### src/rtl/core/rdsgta_pkg.sv
// ----------------------------------------------------------------------------
// rdsgta_pkg
// Payload types and fixed constants for the RDS group text assembler.
// ----------------------------------------------------------------------------
package rdsgta_pkg;

  localparam int NAME_LEN  = 8;
  localparam int TEXT_ROWS = 16;
  localparam int ROW_BYTES = 4;

  localparam logic [4:0]  GRP_0A     = 5'h00;
  localparam logic [4:0]  GRP_2A     = 5'h04;
  localparam int          TEXT_B_BIT = 4;
  localparam logic [7:0]  CR_CODE    = 8'h0D;
  localparam logic [3:0]  NAME_FULL  = 4'hF;
  localparam logic [15:0] TEXT_FULL  = 16'hFFFF;
  localparam logic [6:0]  TEXT_BASE  = 7'd8;
  localparam logic [6:0]  TEXT_END   = 7'd72;

  localparam logic [1:0] SRC_NONE = 2'd0;
  localparam logic [1:0] SRC_NAME = 2'd1;
  localparam logic [1:0] SRC_TEXT = 2'd2;

  typedef struct packed {
    logic        kind;
    logic        sync;
    logic [15:0] block_a;
    logic [15:0] block_b;
    logic [15:0] block_c;
    logic [15:0] block_d;
    logic [6:0]  read_index;
  } in_t;

  typedef struct packed {
    logic [15:0] pi_code;
    logic        sync_seen;
    logic [3:0]  name_flags;
    logic [15:0] text_flags;
    logic        complete;
    logic [7:0]  read_byte;
  } out_t;

endpackage

### src/rtl/core/rds_group_text_assembler_core.sv
// ----------------------------------------------------------------------------
// rds_group_text_assembler_core
// Assembles programme-service name and radiotext from RDS groups 0A and 2A,
// tracks segment flags and serves single-byte reads of the stored text.
// ----------------------------------------------------------------------------
//  channel   signals                         role
//  in        in_valid / in_ready / in_data   group or read request
//  out       out_valid / out_ready / out_data  one result per transaction
//
//  One transaction per cycle; the result appears the cycle after acceptance.
//  All state updates and the text RAM read happen at the accepting edge.
//  in_ready drops only while a result is held and out_ready is low.
//  Synchronous reset clears PI, name bytes, flags and the text row valids;
//  no clearing pass is needed.
// ----------------------------------------------------------------------------
module rds_group_text_assembler_core (
  input  logic              clk,
  input  logic              rst_n,
  input  logic              in_valid,
  output logic              in_ready,
  input  rdsgta_pkg::in_t   in_data,
  output logic              out_valid,
  input  logic              out_ready,
  output rdsgta_pkg::out_t  out_data
);

  logic                acc;
  logic                grp_ok;
  logic                is_0a;
  logic                is_2a;
  logic [1:0]          name_seg;
  logic [3:0]          text_seg;
  logic [3:0][7:0]     row_wr;
  logic                cr_hit;
  logic [6:0]          txt_off;
  logic [3:0]          rd_row;

  logic [15:0]         pi_r, pi_nxt;
  logic [3:0]          name_seen_r, name_seen_nxt;
  logic [15:0]         text_seen_r, text_seen_nxt;
  logic [7:0]          name_r [rdsgta_pkg::NAME_LEN];
  logic [rdsgta_pkg::TEXT_ROWS-1:0] row_vld_r;
  logic [3:0][7:0]     text_mem [rdsgta_pkg::TEXT_ROWS];

  logic                out_valid_r;
  logic                sync_r;
  logic [1:0]          src_r, src_nxt;
  logic [7:0]          name_byte_r;
  logic [3:0][7:0]     rd_row_r;
  logic [1:0]          lane_r;

  assign in_ready = !out_valid_r || out_ready;
  assign acc      = in_valid && in_ready;

  assign grp_ok   = !in_data.kind && in_data.sync;
  assign is_0a    = grp_ok && (in_data.block_b[15:11] == rdsgta_pkg::GRP_0A);
  assign is_2a    = grp_ok && (in_data.block_b[15:11] == rdsgta_pkg::GRP_2A)
                    && !in_data.block_b[rdsgta_pkg::TEXT_B_BIT];
  assign name_seg = in_data.block_b[1:0];
  assign text_seg = in_data.block_b[3:0];
  assign txt_off  = in_data.read_index - rdsgta_pkg::TEXT_BASE;
  assign rd_row   = txt_off[5:2];

  always_comb begin
    row_wr[0] = in_data.block_c[15:8];
    row_wr[1] = in_data.block_c[7:0];
    row_wr[2] = in_data.block_d[15:8];
    row_wr[3] = in_data.block_d[7:0];
    cr_hit    = 1'b0;
    for (int i = 0; i < rdsgta_pkg::ROW_BYTES; i++) begin
      if (row_wr[i] == rdsgta_pkg::CR_CODE) begin
        row_wr[i] = 8'h00;
        cr_hit    = 1'b1;
      end
    end
  end

  always_comb begin
    pi_nxt        = grp_ok ? in_data.block_a : pi_r;
    name_seen_nxt = name_seen_r;
    text_seen_nxt = text_seen_r;
    if (is_0a) begin
      name_seen_nxt = name_seen_r | (4'b0001 << name_seg);
    end
    if (is_2a) begin
      text_seen_nxt = (cr_hit ? rdsgta_pkg::TEXT_FULL : text_seen_r)
                      | (16'h0001 << text_seg);
    end
  end

  always_comb begin
    src_nxt = rdsgta_pkg::SRC_NONE;
    if (in_data.kind) begin
      if (in_data.read_index < rdsgta_pkg::TEXT_BASE) begin
        src_nxt = rdsgta_pkg::SRC_NAME;
      end else if (in_data.read_index < rdsgta_pkg::TEXT_END && row_vld_r[rd_row]) begin
        src_nxt = rdsgta_pkg::SRC_TEXT;
      end
    end
  end

  always_ff @(posedge clk) begin
    if (!rst_n) begin
      pi_r        <= '0;
      name_seen_r <= '0;
      text_seen_r <= '0;
      row_vld_r   <= '0;
      out_valid_r <= 1'b0;
      src_r       <= rdsgta_pkg::SRC_NONE;
      for (int i = 0; i < rdsgta_pkg::NAME_LEN; i++) begin
        name_r[i] <= '0;
      end
    end else begin
      if (acc) begin
        out_valid_r <= 1'b1;
        src_r       <= src_nxt;
        pi_r        <= pi_nxt;
        name_seen_r <= name_seen_nxt;
        text_seen_r <= text_seen_nxt;
        if (is_0a) begin
          name_r[{name_seg, 1'b0}] <= in_data.block_d[15:8];
          name_r[{name_seg, 1'b1}] <= in_data.block_d[7:0];
        end
        if (is_2a) begin
          row_vld_r[text_seg] <= 1'b1;
        end
      end else if (out_ready) begin
        out_valid_r <= 1'b0;
      end
    end
  end

  // text RAM: one row write, one row read, read data registered
  always_ff @(posedge clk) begin
    if (acc && is_2a) begin
      text_mem[text_seg] <= row_wr;
    end
    if (acc) begin
      rd_row_r    <= text_mem[rd_row];
      lane_r      <= txt_off[1:0];
      name_byte_r <= name_r[in_data.read_index[2:0]];
      sync_r      <= in_data.sync;
    end
  end

  always_comb begin
    out_data.pi_code    = pi_r;
    out_data.sync_seen  = sync_r;
    out_data.name_flags = name_seen_r;
    out_data.text_flags = text_seen_r;
    out_data.complete   = (name_seen_r == rdsgta_pkg::NAME_FULL)
                          && (text_seen_r == rdsgta_pkg::TEXT_FULL);
    unique case (src_r)
      rdsgta_pkg::SRC_NAME: out_data.read_byte = name_byte_r;
      rdsgta_pkg::SRC_TEXT: out_data.read_byte = rd_row_r[lane_r];
      default:              out_data.read_byte = 8'h00;
    endcase
  end

  assign out_valid = out_valid_r;

endmodule

### config.mk
export PLATFORM = sky130hd
export DESIGN_NAME = rds_group_text_assembler_core
export DESIGN_NICKNAME = d
export VERILOG_FILES = /design/src/rtl/core/rdsgta_pkg.sv /design/src/rtl/core/rds_group_text_assembler_core.sv
export SDC_FILE = /design/constraint.sdc
export NUM_CORES = 1
export LEC_CHECK = 0
export ABC_AREA = 1
export BUFFER_PORTS_ARGS = -buffer_cell sky130_fd_sc_hd__clkbuf_2
export CORE_MARGIN = 1.5
export CORE_UTILIZATION = 50
export DETAILED_ROUTE_END_ITERATION = 7
export PLACE_DENSITY_LB_ADDON = 0.1
export SETUP_SLACK_MARGIN = 0.02
export SLEW_MARGIN = 20
export SYNTH_ARGS = -nofsm -noshare
export SYNTH_HDL_FRONTEND = slang
export SYNTH_SLANG_ARGS = --single-unit
export TNS_END_PERCENT = 50
### constraint.sdc
create_clock -name clk -period 7.73 [get_ports clk]
set_input_delay 1.546 -clock clk [delete_from_list [all_inputs] [get_ports clk]]
set_output_delay 1.546 -clock clk [all_outputs]
set_load 0.02 [all_outputs]
### Word level (Yosys, flattened, before mapping)

Memory sizes are Yosys's and may differ from the RTL's. A register that Yosys moved wholly into a read port is not among the register bits.
Cells that the tools add are included.

* register bits: 58
* bits in latches: 0
* memory bits (writable): 576
* memory bits (read-only): 0
* input port bits: 77
* output and inout port bits: 48
* logic and storage cells: 85
* memories: 2

Memory list
* text_mem: depth 16, width 32, rd ports 1, clocked after memory_dff 1, write ports 1, line rds_group_text_assembler_core.sv:43 `logic [3:0][7:0] text_mem [rdsgta_pkg::TEXT_ROWS];`
* name_r: depth 8, width 8, rd ports 1, clocked after memory_dff 1, write ports 8, line rds_group_text_assembler_core.sv:41 `logic [7:0] name_r [rdsgta_pkg::NAME_LEN];`

* add/sub/neg operators: 1
* $mul: 0
* divide/modulo/power cells: 0
* $lt $le $gt $ge: 6
* eq/ne operators: 9
* shift-type cells: 2
* muxes and demuxes: 34
* bitwise operators: 3
* reduce and logical (&&, ||, !) cells: 20

Operators with widths (count)
* 8-bit 2-to-1 mux: 7
* 8-bit by 4-bit == test with 1-bit output (second input constant): 4
* 16-bit OR: 2
* 1-bit 2-to-1 mux: 17
* 8-bit binary-select mux with 2-bit select: 1
* 16-bit == test (second input constant): 1
* 16-bit 2-to-1 mux: 1
* 8-bit case mux with 2 select lines: 1
* 8-bit OR reduction: 2
* 1-bit by 4-bit left shift with 16-bit output (first input constant): 1
* 4-bit by 5-bit < comparator with 1-bit output (second input constant): 2
* 1-bit logical AND: 9
* 7-bit by 4-bit < comparator with 1-bit output (second input constant): 1
* 7-bit < comparator (second input constant): 1
* 2-bit 2-to-1 mux: 3
* 3-bit 2-to-1 mux: 2
* 2-bit AND reduction: 3
* 6-bit by 4-bit subtractor with 6-bit output (second input constant): 1
* 5-bit by 3-bit == test with 1-bit output (second input constant): 1
* 5-bit zero test: 1
* 1-bit binary-select mux with 4-bit select: 1
* 1-bit demux with 4-bit select: 1
* 4-bit == test (second input constant): 1
* 4-bit by 1-bit >= comparator with 1-bit output (second input constant): 1
* other kinds (8): 10

### Depth between registers and ports, before layout

Gate-level depths: netlist of run 1.

* word-level depth: 9
* mapped depth: 12
* mapped depth without buffers: 10

### Worst setup path before layout of run 1

Ideal clock, no wire load.

* path kind: in2reg
* from: in out_ready
* to: mem text_mem[10][0] in the netlist's numbering (enable)
* library setup time: 421 ps
* data arrival time: 4046 ps
* data required time: 7309 ps
* setup slack: 3263 ps
* cell stages on the path: 10
* buffers on the path: 2
* path through: inv_2 nand2_4 nand2_4 inv_4 nand2_4 nor2_4 buf_6 nand2_4 buf_6 nor2_1

* word-level cells in the longest chain between the ends: 5

RTL lines
* start, declared: line rds_group_text_assembler_core.sv:23 `input logic out_ready,`
* 1-bit logical OR: line rds_group_text_assembler_core.sv:52 `assign in_ready = !out_valid_r || out_ready;`
* via in_ready: line rds_group_text_assembler_core.sv:20 `output logic in_ready,`
* 1-bit logical AND: line rds_group_text_assembler_core.sv:53 `assign acc = in_valid && in_ready;`
* via acc: line rds_group_text_assembler_core.sv:27 `logic acc;`
* 1-bit logical AND: line rds_group_text_assembler_core.sv:135 `if (acc && is_2a) begin`
* 1-bit 2-to-1 mux: line rds_group_text_assembler_core.sv:135
* 1-bit 2-to-1 mux (implied by the code): line rds_group_text_assembler_core.sv:136 `text_mem[text_seg] <= row_wr;`
* end, declared: line rds_group_text_assembler_core.sv:43

The timed path passes the listed nets, and every way through them passes these cells.

==> flow_summary.ini, run 1 <==
[status]
status = completed

[power_and_ir_drop]
swShare_pct = 21.94
power_density_mw_per_mm2 = 256.7
seqPwrFrac_pct = 52.3
pwr-share-clk_pct = 41.7
p_switching_mw = 1.696
comb_power_share_pct = 6.0
irDropWorstVdd_uv = 137.8
leakagePower_nw = 10.24
p_int_mw = 6.035

[sta]
setup_ws_ns = 2.994
worst-slew-pin-transition_ns = 1.109
rsz0062_at_grt = false
finalSetupViolCount = 0
maxSlewHeadroom_pct = 25.59
post-route-min-period_ns = 4.736
fin_worst_skew_ns = 0.01832
finalHoldViolations = 0
finalCritPeriodShare_pct = 61.27
tns_ns = 0
slew_violations = 0
fmax_mhz = 211.1

[place]
place_hpwl_um = 37030
routabilityCongestion = 0.8246
dpl.cell_count = 2858
preCtsSetupSlack_ns = 2.467
port_buffers = 118

[layout]
seqCellArea_sq_mm = 0.01969
layout-drive-gt1-share_pct = 12.30
final_nets = 2322
area_growth_pct = 12.13
insertedDiodeCount = 0
post-route-util_pct = 56.97
nFillCells = 4389
final_cell_mix = 619 x edfxtp_1, 515 x nor2_1, 320 x o21ai_0
fin_cells = 2980
multi_input_area_sq_mm = 0.006275
layout_commonest_cell = edfxtp_1

[drt]
via_per_inst = 5.886
drtIter0Drc = 1930
vias = 17540
first_pass_iters = 5
drc = 0
drt-total-wl_um = 69590
wl_per_cell_um = 23.35
antenna_left = 0

[logic_synthesis]
synth_area_sq_mm = 0.02686
synth_nets = 2265
synthDistinctLibCells = 35
synth_ff_type = edfxtp_1
synthArstFlopShare_pct = 0
synthTopCellsByArea = edfxtp_1 69%, nor2_1 7.4%, o21ai_0 6.0%
synthCells = 2185
synth_top_area_cell = edfxtp_1
ys_seq_area_share_pct = 73.31
avgSynthCellArea_sq_um = 12.29
synth_top_cell_area_share_pct = 69.21
yosysWarnings = 0
synth-edff-count = 619
synth_seq_cells = 674

[floorplan]
ioPinCount = 125
dieArea_sq_mm = 0.05511
start_util_pct = 50.80
core_area_sq_mm = 0.05287
die_h_um = 234.8
rows = 84
dieWidth_um = 234.8

[clocking]
clk_path_buf_depth = 3
cts_setup_buffers = 0
clk_latency_ns = 0.60
cts-root-buf = clkbuf_16
ctsResizeCount = 0
hold_buffers = 0
clk_pin_slew_ns = 0.06
cts.sinks = 674
cts_buffers = 70
tritoncts = built
htreeDepth = 3

[grt]
grt_usage_pct = 25.34
grt_max_degree = 129
grt_pass1_vias = 16980
antenna_found_initial = 1
overflow = 0
grt_pass1_wl_um = 104900

[critical_path]
arrival_ns = 3.19
cp_data_required_time_ns = 6.18
crit_type = flip-flop to output port
crit_path_end_kind = output port
reg2reg_from = out_valid
cp-start-kind = flip-flop
rrSetupSlack_ns = 3.80
worstPathMaxFanout = 17
timing.rr.end = text_mem[2][26]
rr_worst_depth = 8

[worst_hold_path]
hp-start = row_vld_r[12]
min_path_type = flip-flop to flip-flop
hold_path_depth = 2
whs_endpoint = row_vld_r[12]

[run]
cap_violations = 0
-- synth_stat cells (4+ instances only) --
library cell and number:
o21a_1 7, nand2_1 104, o21bai_1 4, o21ai_1 32, a21oi_1 20, buf_6 6, dfxtp_1 55, nor2_1 533
o211ai_1 26, clkbuf_1 104, nand2_4 4, buf_4 11, buf_2 38, nand4_1 12, o32ai_1 24, o221ai_1 50
o21ai_0 320, nor3_1 7, nand2_2 4, inv_1 72, edfxtp_1 619, nand3_1 43, o22ai_1 65
-- power by group through the flow --
| stage | clock, mW | sequential [mW] | combinational, mW |
|---|---|---|---|
| 6_report | 3.23 | 4.04 | 0.460 |
| 2_1_floorplan | 0 | 4.11 | 0.290 |
| 5_1_grt | 3.42 | 4.05 | 0.507 |
| 3_5_place_dp | 0 | 4.12 | 0.459 |
| 4_1_cts | 3.28 | 4.04 | 0.462 |
| 3_3_place_gp | 0 | 4.12 | 0.452 |
-- registers in the layout, summed over array words and instances (netlist names) --
| name | count |
|---|---|
| lane_r | 2 |
| name_byte_r | 8 |
| name_r | 64 |
| sync_r | 1 |
| text_mem | 512 |
| out_valid | 1 |
| row_vld_r | 16 |
| pi_r | 16 |
| text_seen_r | 16 |
| src_r | 2 |
| name_seen_r | 4 |
| rd_row_r | 32 |
-- worst max-delay path by stage --
stage / endpoint / cells past startpoint / start
2_1_floorplan: text_mem[10][0] / 10 / out_ready
3_3_place_gp: text_mem[3][24] / 10 / out_ready
3_5_place_dp: text_mem[2][29] / 10 / out_ready
4_1_cts: out_data[7] / 6 / lane_r[0]
5_1_grt: text_mem[2][26] / 10 / out_ready
6_report: out_data[7] / 6 / lane_r[0]
-- layout make-up --
type / count / area share [%]
flip-flops and latches: 674 / 65.38
inverters: 77 / 0.9930
clock buffers: 93 / 6.448
well taps: 688 / 2.858
multi-input cells: 1272 / 20.84
clock inverters: 29 / 0.7728
repair buffers: 147 / 2.713
-- cells by family after synthesis --
group | count (synthesis) | share of synthesized area, %
xor+xnor | 1 | 0.03262
buf+inv | 239 | 3.848
simple gates | 717 | 10.67
compound gates | 551 | 12.00
flops | 674 | 73.31
fa+ha+maj | 3 | 0.1398
-- through the flow --
step | hold slack [ns] | instance area [sq um] | power, mW
floorplan | 0.4354 | 26860 | 4.404
global placement | 0.4468 | 27930 | 4.573
detailed placement | 0.4535 | 27930 | 4.580
CTS | 0.4633 | 30110 | 7.785
global route | 0.4728 | 30120 | 7.975
finish | 0.4632 | 30120 | 7.731
-- routing by layer --
metal  track usage (%)  up-vias  share of wire, %
li1                  -     8027                 -
met4             6.612        0               1.5
met2             41.59      608                48
met3             4.088       80               6.7
met5                 0        -                 0
met1             35.44     8825                44
-- worst max-delay path, cell delays in order (launching register included) --
cell and delay, ns:
edfxtp_1 0.67, inv_1 0.57, nor2_1 0.17, o32ai_1 0.50, nand2_1 0.11, a21oi_1 0.33
clkbuf_2 0.24
No activity file was read; power rests on OpenSTA's default activity.
==> run 2, diff against run 1 <==
==> constraint.sdc (replaced) <==
create_clock -name clk -period 4.15 [get_ports clk]
set_input_delay 0.83 -clock clk [delete_from_list [all_inputs] [get_ports clk]]
set_output_delay 0.83 -clock clk [all_outputs]
set_load 0.02 [all_outputs]
==> run 2 against run 1 <==
  * Register-to-register slack got worse by 2.5 ns
  * Design area rose by 0.91%
  * Global-route usage rose by 0.097 points
  * Core utilization rose by 0.52 points
  * Sequential share of layout area fell by 0.59 points
  * Setup slack got worse by 2.6 ns
  * Clock power rose by 87%
  * Final cell count rose by 0.77%
  * Die area did not move
  * Hold slack got worse by 0.035 ns
  * Via count rose by 0.46%
  * Largest power group unchanged
==> flow_summary.ini, run 2 (synthesis results as in run 1) <==
[clocking]
clk_path_buf_depth = 3
cts-root-buf = clkbuf_16
cts_setup_buffers = 0
clk_pin_slew_ns = 0.06
tritoncts = built
ctsResizeCount = 0
cts_buffers = 69
htreeDepth = 3
hold_buffers = 0
clk_latency_ns = 0.60
cts.sinks = 674

[layout]
final_nets = 2339
area_growth_pct = 13.15
largest_reg_flops = 512
post-route-util_pct = 57.48
layout-drive-gt1-share_pct = 12.92
layout_commonest_cell = edfxtp_1
final_cell_mix = 619 x edfxtp_1, 518 x nor2_1, 320 x o21ai_0
reg_top3 = text_mem (512), name_r (64), rd_row_r (32)
largest_register = text_mem
insertedDiodeCount = 0
fin_cells = 3003

[critical_path]
cp-start-kind = flip-flop
crit_path_cell_trace = inv_1 > nor2_1 > o32ai_1 > nand2_1 > a21oi_1 > clkbuf_2
cp_data_required_time_ns = 3.32
crit_family = compound AO/OA/AOI/OAI gates
crit_type = flip-flop to output port
max_stage_delay_ns = 0.61
worst-path-buf-inv = 2
worstPathMaxFanout = 17
slowest_stage = edfxtp_1
arrival_ns = 2.91
crit_path_end_kind = output port

[floorplan]
rows = 84
dieArea_sq_mm = 0.05511
dieWidth_um = 234.8
core_area_sq_mm = 0.05287
die_h_um = 234.8
ioPinCount = 125
start_util_pct = 50.80

[drt]
drtIter0Drc = 1971
vias = 17620
first_pass_iters = 6
drc = 0
wl_per_cell_um = 23.34
drt-total-wl_um = 70100
via_per_inst = 5.867
antenna_left = 0

[grt]
grt_usage_pct = 25.44
grt_pass1_vias = 17070
antenna_found_initial = 0
overflow = 0
grt_max_degree = 146
grt_pass1_wl_um = 105300

[sta]
fmax_mhz = 267.4
maxSlewHeadroom_pct = 30.09
finalHoldViolations = 0
slew_violations = 0
tns_ns = 0
worst-slew-pin-transition_ns = 1.045
finalCritPeriodShare_pct = 90.10
fin_worst_skew_ns = 0.01645
rsz0062_at_grt = false
finalSetupViolCount = 0
post-route-min-period_ns = 3.739

[run]
cap_violations = 0

[power_and_ir_drop]
seqPwrFrac_pct = 52.2
irDropWorstVdd_uv = 321.5
comb_power_share_pct = 6.1
p_switching_mw = 3.208
p_int_mw = 11.24
leakagePower_nw = 10.38
power_density_mw_per_mm2 = 475.6
pwr-share-clk_pct = 41.8
total_power_mw = 14.45
swShare_pct = 22.20

[worst_hold_path]
min_path_type = input port to flip-flop

[place]
port_buffers = 118
routabilityCongestion = 0.8452
place_hpwl_um = 37030
dpl.cell_count = 2875

[status]
status = completed
==> run 2: through the flow <==
step | setup WS (ns) | instance area (sq um) | hold slack [ns]
after CTS | 0.4434 | 30380 | 0.3958
after floorplan | 0.3986 | 26860 | 0.4354
after global placement | 0.7181 | 28180 | 0.4465
after global routing | 0.3223 | 30390 | 0.4107
after detailed placement | 0.6897 | 28180 | 0.4515
final | 0.4109 | 30390 | 0.4283
==> run 2: final cells by class <==
class                   count  area (sq um)
inverters                  77         297.8
clock inverters            42         335.3
well taps                 688         860.8
fillers                  4339         22480
repair buffers            165          1077
multi-input cells        1272          6267
clock buffers              85          1861
flip-flops and latches    674         19690
==> run 2: path summary, 6_finish.rpt <==
kind | end | slack (ns) | depth (start not counted) | startpoint
worst max-delay path | out_data[3] | 0.41 | 6 | lane_r[0]
worst max register to register | text_mem[6][19] | 1.30 | 8 | out_valid
worst min-delay path | sync_r | 0.43 | 1 | in_data[71]
worst min register to register | row_vld_r[6] | 0.46 | 2 | row_vld_r[6]
==> run 2: power groups by stage <==
stage / registers, mW / clock network, mW / logic [mW]
floorplan: 7.66 / 0 / 0.540
global placement: 7.68 / 0 / 0.859
detailed placement: 7.68 / 0 / 0.872
CTS: 7.54 / 6.13 / 0.876
global route: 7.54 / 6.39 / 0.962
finish: 7.54 / 6.04 / 0.876
==> run 2: routing by layer <==
layer  GRT usage [%]  wire length, um  vias to the layer above
met3           3.618             4733                      105
li1                -                -                     8068
met1           36.40            30890                     8779
met2           40.74            33030                      668
met5               0                0                        -
met4           7.635             1444                        0
==> run 3, diff against run 2 <==
--- a/config.mk
+++ b/config.mk
@@ -6,12 +6,16 @@
 export NUM_CORES = 1
 export LEC_CHECK = 0
 export ABC_AREA = 1
+export ABC_CLOCK_PERIOD_IN_PS = 4150
 export BUFFER_PORTS_ARGS = -buffer_cell sky130_fd_sc_hd__clkbuf_2
+export CELL_PAD_IN_SITES_DETAIL_PLACEMENT = 2
+export CELL_PAD_IN_SITES_GLOBAL_PLACEMENT = 2
 export CORE_MARGIN = 1.5
-export CORE_UTILIZATION = 50
+export CORE_UTILIZATION = 38
 export DETAILED_ROUTE_END_ITERATION = 7
 export PLACE_DENSITY_LB_ADDON = 0.1
 export SETUP_SLACK_MARGIN = 0.02
+export SKIP_CTS_REPAIR_TIMING = 1
 export SLEW_MARGIN = 20
 export SYNTH_ARGS = -nofsm -noshare
 export SYNTH_HDL_FRONTEND = slang
==> run 3 against run 2 <==
  * Combinational power up 12%
  * Fmax is 4.1% higher
  * Hold slack worse by 0.0064 ns
  * Setup slack improved by 0.15 ns
  * Clock power is 9.9% higher
==> flow_summary.ini, run 3 (synthesis results as in run 1) <==
[drt]
first_pass_iters = 5
drtIter0Drc = 1337
antenna_left = 0
via_per_inst = 5.572
vias = 18270
drc = 0
wl_per_cell_um = 27.20
drt-total-wl_um = 89190

[run]
cap_violations = 0

[layout]
layout-drive-gt1-share_pct = 13.77
final_cell_mix = 619 x edfxtp_1, 517 x nor2_1, 320 x o21ai_0
area_growth_pct = 15.87
reg_top3 = text_mem (512), name_r (64), rd_row_r (32)
largest_register = text_mem
final_nets = 2362
largest_reg_flops = 512
layout_commonest_cell = edfxtp_1

[grt]
grt_max_degree = 120
grt_use_met1_pct = 31.10
met2_usage_pct = 44.49
grt_pass1_vias = 20200
grt-busiest-layer = met2
use_met3_pct = 4.292
antenna_found_initial = 7
grt_pass1_wl_um = 131000
overflow = 0
grt_usage_pct = 25.02

[floorplan]
die_h_um = 268.9
dieWidth_um = 268.9
core_area_sq_mm = 0.07003
rows = 97
dieArea_sq_mm = 0.07228
ioPinCount = 125
start_util_pct = 38.35

[sta]
worst-slew-pin-transition_ns = 1.099
finalCritPeriodShare_pct = 86.55
setup_ws_ns = 0.5582
slew_violations = 0
fin_worst_skew_ns = 0.02335
rsz0062_at_grt = false
fmax_mhz = 278.4
tns_ns = 0
maxSlewHeadroom_pct = 26.47
post-route-min-period_ns = 3.592
finalSetupViolCount = 0
finalHoldViolations = 0

[clocking]
tritoncts = built
htreeDepth = 3
cts.sinks = 674
clk_pin_slew_ns = 0.06
cts-root-buf = clkbuf_16
clk_latency_ns = 0.62
clk_path_buf_depth = 3
cts_buffers = 75

[critical_path]
crit_path_end_kind = output port
cp_data_required_time_ns = 3.32
worst-path-buf-inv = 2
worstPathMaxFanout = 9
crit_path_cell_trace = inv_1 > nor2_1 > o32ai_1 > nand2_1 > a21oi_1 > clkbuf_2
crit_family = compound AO/OA/AOI/OAI gates
crit_type = flip-flop to output port
cp-start-kind = flip-flop
slowest_stage = o32ai_1
arrival_ns = 2.76
max_stage_delay_ns = 0.50

[place]
preCtsSetupSlack_ns = 0.6304
routabilityCongestion = 0.7465
port_buffers = 118
place_hpwl_um = 48650

[worst_hold_path]
min_path_type = input port to flip-flop

[power_and_ir_drop]
total_power_mw = 15.15
leakagePower_nw = 10.57
irDropWorstVdd_uv = 268.7
power_density_mw_per_mm2 = 486.9

[status]
status = completed
[run 3: stage by stage]
| step | instances | util (%) | hold WS (ns) | area, sq um |
|---|---|---|---|---|
| floorplan | 2185 | - | 0.4354 | 26860 |
| global placement | 3145 | 41.00 | 0.4478 | 28710 |
| detailed placement | 3145 | 41.00 | 0.4529 | 28710 |
| CTS | 3278 | 44.43 | 0.3910 | 31110 |
| global route | 3278 | 44.44 | 0.4074 | 31120 |
| finish | 3279 | 44.44 | 0.4219 | 31120 |
[run 3: where the power goes]
part           switching [mW]  internal (mW)
logic                   0.718          0.263
registers              0.0320           7.50
clock network            2.76           3.88
[run 3: cell type report]
class	instances	area [sq um]
fill	7040	38910
antenna	1	2.502
tap	940	1176
clock inverter	27	312.8
timing repair buffer	182	1282
sequential	674	19690
clock buffer	106	2087
inverter	77	300.3
multi-input combinational	1272	6270
[run 3: metal layers]
| metal | share of wire, % | routed length (um) |
|---|---|---|
| met1 | 42 | 37270 |
| met4 | 2.4 | 2099 |
| met5 | 0.062 | 55 |
| met3 | 5.2 | 4631 |
| met2 | 51 | 45130 |
[run 3: final timing paths]
| path | start | endpoint | slack (ns) | cells past startpoint |
|---|---|---|---|---|
| setup / recovery | lane_r[0] | out_data[0] | 0.56 | 6 |
| hold / removal | in_data[71] | sync_r | 0.42 | 1 |
| setup reg to reg | out_valid | text_mem[2][21] | 1.43 | 9 |
| hold reg to reg | row_vld_r[5] | row_vld_r[5] | 0.46 | 1 |
